[src/fewb_pkg.sv]
// ----------------------------------------------------------------------------
// fewb_pkg: shared definitions for the erase-block writeback buffer
// Sizes of the store, the block buffer and the result codes, plus the
// command and status bundles between controller and datapath.
// ----------------------------------------------------------------------------
`default_nettype none
package fewb_pkg;

  localparam int PAGE_BYTES      = 4;
  localparam int PAGES_PER_BLOCK = 32;
  localparam int BLOCK_COUNT     = 32;

  localparam int BLOCK_BYTES = PAGE_BYTES * PAGES_PER_BLOCK;
  localparam int STORE_BYTES = BLOCK_BYTES * BLOCK_COUNT;
  localparam int STORE_WORDS = STORE_BYTES / PAGE_BYTES;

  localparam int ADDR_W = 12;
  localparam int DATA_W = 8;
  localparam int LOC_W  = 13;
  localparam int PDATA_W = 32;
  localparam int WORD_W = DATA_W * PAGE_BYTES;
  localparam int BSEL_W = $clog2(PAGE_BYTES);
  localparam int PG_W   = $clog2(PAGES_PER_BLOCK);
  localparam int BLK_W  = $clog2(BLOCK_COUNT);
  localparam int SW_W   = $clog2(STORE_WORDS);

  typedef enum logic [1:0] {
    KIND_ERASE   = 2'd0,
    KIND_PROGRAM = 2'd1,
    KIND_COMMIT  = 2'd2,
    KIND_DONE    = 2'd3
  } kind_t;

  localparam logic OP_WRITE  = 1'b0;
  localparam logic OP_COMMIT = 1'b1;
  localparam logic MODE_FLASH  = 1'b0;
  localparam logic MODE_EEPROM = 1'b1;

  typedef enum logic [1:0] {
    SW_ERASED = 2'd0,
    SW_PAGE   = 2'd1,
    SW_MERGE  = 2'd2
  } st_wsrc_t;

  typedef struct packed {
    logic     capture;
    logic     cnt_clr;
    logic     cnt_inc;
    logic     emit;
    kind_t    emit_kind;
    logic     emit_last;
    logic     st_rd_load;
    logic     st_we;
    st_wsrc_t st_wsrc;
    logic     bf_rd_rmw;
    logic     bf_we;
    logic     bf_wsrc_merge;
    logic     load_done;
    logic     clr_dirty;
    logic     set_dirty;
    logic     clr_valid;
  } cmd_t;

  typedef struct packed {
    logic op;
    logic mode;
    logic run_last;
    logic hit;
    logic valid_dirty;
    logic page_last;
    logic clear_last;
    logic out_free;
  } status_t;

endpackage
`default_nettype wire

[src/fewb_ctrl.sv]
// ----------------------------------------------------------------------------
// fewb_ctrl: sequencing state machine
// Clears the store after reset; steps each transaction through flushing,
// loading, read-modify-write of the addressed word, done and commit results.
// ----------------------------------------------------------------------------
`default_nettype none
module fewb_ctrl (
  input  wire logic              clk,
  input  wire logic              rst,
  input  wire logic              in_valid,
  input  wire fewb_pkg::status_t status,
  output fewb_pkg::cmd_t         cmd
);
  import fewb_pkg::*;

  typedef enum logic [11:0] {
    S_CLEAR   = 12'b0000_0000_0001,
    S_IDLE    = 12'b0000_0000_0010,
    S_DECIDE  = 12'b0000_0000_0100,
    S_ERASE   = 12'b0000_0000_1000,
    S_FL_RD   = 12'b0000_0001_0000,
    S_FL_PROG = 12'b0000_0010_0000,
    S_LD_RD   = 12'b0000_0100_0000,
    S_LD_WR   = 12'b0000_1000_0000,
    S_RMW_RD  = 12'b0001_0000_0000,
    S_RMW_WR  = 12'b0010_0000_0000,
    S_DONE    = 12'b0100_0000_0000,
    S_ECOMMIT = 12'b1000_0000_0000
  } state_t;

  state_t state;
  state_t state_next;

  always_ff @(posedge clk) begin
    if (rst) begin
      state <= S_CLEAR;
    end else begin
      state <= state_next;
    end
  end

  always_comb begin
    cmd        = '0;
    cmd.emit_kind = KIND_ERASE;
    cmd.st_wsrc   = SW_ERASED;
    state_next = state;
    unique case (state)
      S_CLEAR: begin
        cmd.st_we   = 1'b1;
        cmd.cnt_inc = 1'b1;
        if (status.clear_last) begin
          state_next = S_IDLE;
        end
      end
      S_IDLE: begin
        cmd.capture = 1'b1;
        cmd.cnt_clr = 1'b1;
        if (in_valid) begin
          state_next = S_DECIDE;
        end
      end
      S_DECIDE: begin
        if (status.op == OP_COMMIT) begin
          if (status.mode == MODE_EEPROM) begin
            state_next = S_ECOMMIT;
          end else if (status.valid_dirty) begin
            state_next = S_ERASE;
          end else begin
            state_next = S_IDLE;
          end
        end else if (status.mode == MODE_EEPROM || status.hit) begin
          state_next = S_RMW_RD;
        end else if (status.valid_dirty) begin
          state_next = S_ERASE;
        end else begin
          state_next = S_LD_RD;
        end
      end
      S_ERASE: begin
        cmd.emit_kind = KIND_ERASE;
        if (status.out_free) begin
          cmd.emit   = 1'b1;
          state_next = S_FL_RD;
        end
      end
      S_FL_RD: begin
        state_next = S_FL_PROG;
      end
      S_FL_PROG: begin
        cmd.emit_kind = KIND_PROGRAM;
        cmd.st_wsrc   = SW_PAGE;
        cmd.emit_last = status.page_last &&
                        (status.op == OP_COMMIT || !status.run_last);
        if (status.out_free) begin
          cmd.emit  = 1'b1;
          cmd.st_we = 1'b1;
          if (status.page_last) begin
            cmd.clr_dirty = 1'b1;
            cmd.cnt_clr   = 1'b1;
            if (status.op == OP_COMMIT) begin
              cmd.clr_valid = 1'b1;
              state_next    = S_IDLE;
            end else begin
              state_next = S_LD_RD;
            end
          end else begin
            cmd.cnt_inc = 1'b1;
            state_next  = S_FL_RD;
          end
        end
      end
      S_LD_RD: begin
        cmd.st_rd_load = 1'b1;
        state_next     = S_LD_WR;
      end
      S_LD_WR: begin
        cmd.bf_we = 1'b1;
        if (status.page_last) begin
          cmd.load_done = 1'b1;
          cmd.clr_dirty = 1'b1;
          state_next    = S_RMW_RD;
        end else begin
          cmd.cnt_inc = 1'b1;
          state_next  = S_LD_RD;
        end
      end
      S_RMW_RD: begin
        cmd.bf_rd_rmw = 1'b1;
        state_next    = S_RMW_WR;
      end
      S_RMW_WR: begin
        cmd.bf_rd_rmw = 1'b1;
        cmd.st_wsrc   = SW_MERGE;
        if (status.mode == MODE_EEPROM) begin
          cmd.st_we = 1'b1;
        end else begin
          cmd.bf_we         = 1'b1;
          cmd.bf_wsrc_merge = 1'b1;
          cmd.set_dirty     = 1'b1;
        end
        state_next = status.run_last ? S_DONE : S_IDLE;
      end
      S_DONE: begin
        cmd.emit_kind = KIND_DONE;
        cmd.emit_last = 1'b1;
        if (status.out_free) begin
          cmd.emit   = 1'b1;
          state_next = S_IDLE;
        end
      end
      S_ECOMMIT: begin
        cmd.emit_kind = KIND_COMMIT;
        cmd.emit_last = 1'b1;
        if (status.out_free) begin
          cmd.emit   = 1'b1;
          state_next = S_IDLE;
        end
      end
      default: begin
        state_next = S_IDLE;
      end
    endcase
  end
endmodule
`default_nettype wire

[config.mk]
export PLATFORM = sky130hd
export DESIGN_NAME = fewb_ctrl
export DESIGN_NICKNAME = d
export VERILOG_FILES = /design/src/fewb_pkg.sv /design/src/fewb_ctrl.sv
export SDC_FILE = /design/constraint.sdc
export NUM_CORES = 1
export LEC_CHECK = 0
export BUFFER_PORTS_ARGS = -buffer_cell sky130_fd_sc_hd__buf_2
export CAP_MARGIN = 30
export CORE_MARGIN = 8
export CORE_UTILIZATION = 55
export DETAILED_ROUTE_END_ITERATION = 7
export GPL_TIMING_DRIVEN = 0
export PLACE_DENSITY_LB_ADDON = 0.15
export SKIP_LAST_GASP = 1
export SLEW_MARGIN = 40
export SYNTH_ARGS = -nofsm -noshare
export SYNTH_HDL_FRONTEND = slang
export SYNTH_SLANG_ARGS = --single-unit
[constraint.sdc]
create_clock -name clk -period 7.1 [get_ports clk]
set_clock_uncertainty 0.2 [all_clocks]
set_input_delay 0.71 -clock clk [delete_from_list [all_inputs] [get_ports clk]]
set_output_delay 0.71 -clock clk [all_outputs]
set_load 0.05 [all_outputs]
# Yosys cells after proc, flatten, opt, wreduce, memory -nomap -nowiden
# Index checks and enable logic that the tools add are counted.
[totals] regBits=12 word_cells=67 inputBits=11 output_inout_bits=18
[classes] muxes=42 eq_ne=17 n_reduce_logical=7
[ops] cell="case mux 12 bit (11 select lines)" count=1
[ops] cell="two-way mux 12 bit" count=7
[ops] cell="two-way mux 7 bit" count=3
[ops] cell="two-way mux 9 bit" count=2
[ops] cell="two-way mux 1 bit" count=16
[ops] cell="equality test 12 x 1 -> 1 bit (second input constant)" count=1
[ops] cell="equality test 12 x 10 -> 1 bit (second input constant)" count=1
[ops] cell="equality test 12 x 11 -> 1 bit (second input constant)" count=1
[ops] cell="equality test 12 bit (second input constant)" count=1
[ops] cell="equality test 12 x 2 -> 1 bit (second input constant)" count=1
[ops] cell="equality test 12 x 3 -> 1 bit (second input constant)" count=1
[ops] cell="equality test 12 x 4 -> 1 bit (second input constant)" count=1
[ops] cell="equality test 12 x 5 -> 1 bit (second input constant)" count=1
[ops] cell="equality test 12 x 6 -> 1 bit (second input constant)" count=1
[ops] cell="equality test 12 x 7 -> 1 bit (second input constant)" count=1
[ops] cell="equality test 12 x 8 -> 1 bit (second input constant)" count=1
[ops] cell="equality test 12 x 9 -> 1 bit (second input constant)" count=1
[ops] cell="case mux 3 bit (4 select lines)" count=1
[ops] cell="two-way mux 11 bit" count=1
[ops] cell="inequality test 2 bit (second input constant)" count=4
[ops] cell="case mux 1 bit (2 select lines)" count=4
[ops] cell="case mux 1 bit (3 select lines)" count=2
[ops] cell="AND reduction 5 bit" count=1
[ops] cell="two-way mux 2 bit" count=2
[ops] cell="8 further kinds" count=10

# Depth between registers and ports, before layout
[logic_depth] ltp_word=4 depth_mapped=8 mapped_depth_nobuf=7

# Worst setup path before layout
# OpenSTA, ideal clock, no wires.
[synth_timing] kind="flip-flop to output port" start="reg state[6]" end="out cmd[14] in the netlist's numbering" arrival_ns=3.692 setup_slack_ns=2.498 stages_incl_launch_ff=4 path_buffers=0 path_cell_list="dfxtp_1 or3_1 or4_1 a2111oi_0"
[synth_rtl] element="start, declared" line_no="fewb_ctrl.sv:31" text="state_t state;"
[synth_rtl] element="start signal, assigned" line_no="fewb_ctrl.sv:38" text="state <= state_next;"
[synth_rtl] element="end, declared" line_no="fewb_ctrl.sv:12" text="output fewb_pkg::cmd_t cmd"

==> impl_metrics.tcl <==
set metrics [dict create \
    yosys-top-cells-area "dfxtp_1, nor3_1, a2111oi_4, nor2_1, nand3_1" \
    powerDensity_nw_per_um2 135.7 \
    rsz0062_at_grt "no" \
    post-place-ws_ns 3.886 \
    hpwl_um 2364 \
    antenna_found_initial 0 \
    clockBufferDepth 2 \
    endpoint_kind "primary output" \
    die_h_um 60.28 \
    yosys.cell_count.top_type "dfxtp_1" \
    switching_share_pct 34.35 \
    slew_headroom_pct 54.86 \
    min_period_ns 3.407 \
    ys_async_sr_fraction_pct 0 \
    numPortBuffers 28 \
    setup-tns-final_ns 0 \
    finalWeightedCongestion 0.9049 \
    dieArea_um2 3634 \
    viasPerCell 5.940 \
    grt_util_all_layers_pct 17.52 \
    sequentialPowerShare_pct 40.2 \
    hold_path_startpoint "state[6]$_SDFFE_PP0P_" \
    ir_worst_vdd_mv 0.1055 \
    tritoncts "built" \
    cts_hold_buffers 0 \
    critPathLaunchType "flip-flop" \
    finalHoldViolations 0 \
    min_path_cells 2 \
    grt_max_degree 11 \
    fin_util_pct 68.09 \
    yosys_register_bits 12 \
    critical_path_required_ns 6.19 \
    reg2reg_depth 5 \
    critPathKind "reg2out" \
    cp_max_fo 7 \
    drc 0 \
    routedWlPerCell_um 15.62 \
    first_global_vias 1008 \
    area_growth_pct 20.07 \
    largest_reg_flops 12 \
    synth_edf_count 0 \
    total_power_uw 175.7 \
    internal-power_uw 115.4 \
    synth_top_cell_by_area "dfxtp_1" \
    r2r_end "state[4]$_SDFFE_PP0P_" \
    design.core.area_um2 1902 \
    layout_setup_ws_ns 3.693 \
    final_antenna_net_count 0 \
    num-fill-cells 171 \
    cts_max_level 1 \
    cp.arrival_ns 2.50 \
    totalWireLength_um 3109 \
    run_status "completed" \
    pin_count 29 \
    overflow 0 \
    clkSinkCount 12 \
    nets 184 \
    power_frac_comb_pct 26.4 \
    clkTransAtPathRegs_ns 0.08 \
    holdPathEnd "state[7]$_SDFFE_PP0P_" \
    p_switching_uw 60.36 \
    synthFlopType "dfxtp_1" \
    fmax_ghz 0.2936 \
    ys_types 48 \
    min_path_type "reg2reg" \
    syn-cell-area_um2 1079 \
    postCtsSetupBuffers 0 \
    clock-root-buffer "clkbuf_4" \
    regMostFlops "state" \
    r2r_slack_ns 4.71 \
    ys_top_cells_by_count "dfxtp_1, nor2_1, nor3_1" \
    drive_above_1_share_pct 34.88 \
    tightest_slew_ns 0.6758 \
    initial_core_util_pct 56.71 \
    syn_nets 151 \
    cts-buffers-inserted 3 \
    synth.avg_cell_area_um2 7.704 \
    synth_cells 140 \
    top_regs "state (12)" \
    leakage_nw 0.5916 \
    die_w_um 60.28 \
    finalSetupViolations 0 \
    antenna_cells 0 \
    worst_hold_slack_ns 0.3522 \
    ys_warn_count 0 \
    finalCritPeriodShare_pct 47.98 \
    rr_startpoint "state[6]$_SDFFE_PP0P_" \
    drt_iter0_drc 46 \
    finalMaxSlewViolations 0 \
    maxCapViolations 0 \
    vias 1182 \
    yosys.area.top_type_share_pct 22.27 \
    cts_resized 0 \
    clk_latency_ns 0.29 \
    grt_pass1_wl_um 4733 \
    dr.pass1.iters 4 \
    ys_seq_area_share_pct 22.27 \
    clkPwrFrac_pct 33.4 \
    rows 16 \
]
[placed cells by master, fill, tap and decap left out, types with 6 or more instances in the layout]
cell / synthesis / layout
a21oi_1: 7 / 7
buf_2: 2 / 30
dfxtp_1: 12 / 12
inv_1: 7 / 7
nand2_1: 8 / 8
nand3_1: 8 / 8
nor2_1: 11 / 11
nor3_1: 11 / 11
o21ai_0: 7 / 7
or2_2: 6 / 6
[per-layer routing]
metal,routed length (um),up-vias,track usage (%)
met2,1553,52,27.13
met1,1303,551,22.02
met5,0,-,0
met4,45,0,7.483
met3,207,5,4.516
li1,-,574,-
[worst max path at each step]
stage,slack [ns],start,to,depth (start not counted)
finish,3.69,state[6]$_SDFFE_PP0P_,cmd[11],5
global route,3.52,state[3]$_SDFFE_PP0P_,cmd[15],7
CTS,3.55,state[3]$_SDFFE_PP0P_,cmd[15],7
detailed placement,3.89,state[3]$_SDFFE_PP0P_,cmd[15],7
global placement,3.93,state[3]$_SDFFE_PP0P_,cmd[15],7
floorplan,2.50,state[6]$_SDFFE_PP0P_,cmd[14],3
[kinds of logic (layout without fill, tap and decap cells)]
kind of cell / count (synthesis) / count (layout) / share of synthesized area (%)
muxes: 1 / 1 / 1.044
AOI/OAI and AO/OA: 29 / 29 / 21.93
xor gates and xnor gates: 5 / 5 / 4.061
and+or+nand+nor: 75 / 75 / 42.11
buffers and inverters: 18 / 50 / 8.584
DFF: 12 / 12 / 22.27
[power groups by stage]
stage / Combinational, mW / Sequential, mW / Clock [mW]
6_report: 0.0465 / 0.0706 / 0.0587
5_1_grt: 0.0494 / 0.0707 / 0.0646
4_1_cts: 0.0459 / 0.0705 / 0.0598
3_5_place_dp: 0.0458 / 0.0720 / 0
3_3_place_gp: 0.0451 / 0.0719 / 0
2_1_floorplan: 0.0327 / 0.0716 / 0
[worst max-delay path, stage by stage, from the launching register on]
cell and delay (ns):
dfxtp_1 0.37, or3_1 0.47, or4_1 0.54, nor4_1 0.44, a21o_1 0.13, buf_2 0.25
[through the flow]
stage	std cells	cell area, um2
after floorplan	140	1079
after global placement	195	1252
after detailed placement	195	1252
after CTS	199	1289
after global routing	199	1295
final	199	1295
[final cells by class]
cell class                 count  area (um2)  area share [%]
sequential                    12       240.2           18.55
inverter                       8       30.03           2.319
timing repair buffer          28       140.1           10.82
buffer                        10       62.56           4.831
tap                           27       33.78           2.609
multi-input combinational    110       752.0           58.07
clock buffer                   4       36.28           2.802
(Power assumes the default switching activity.)
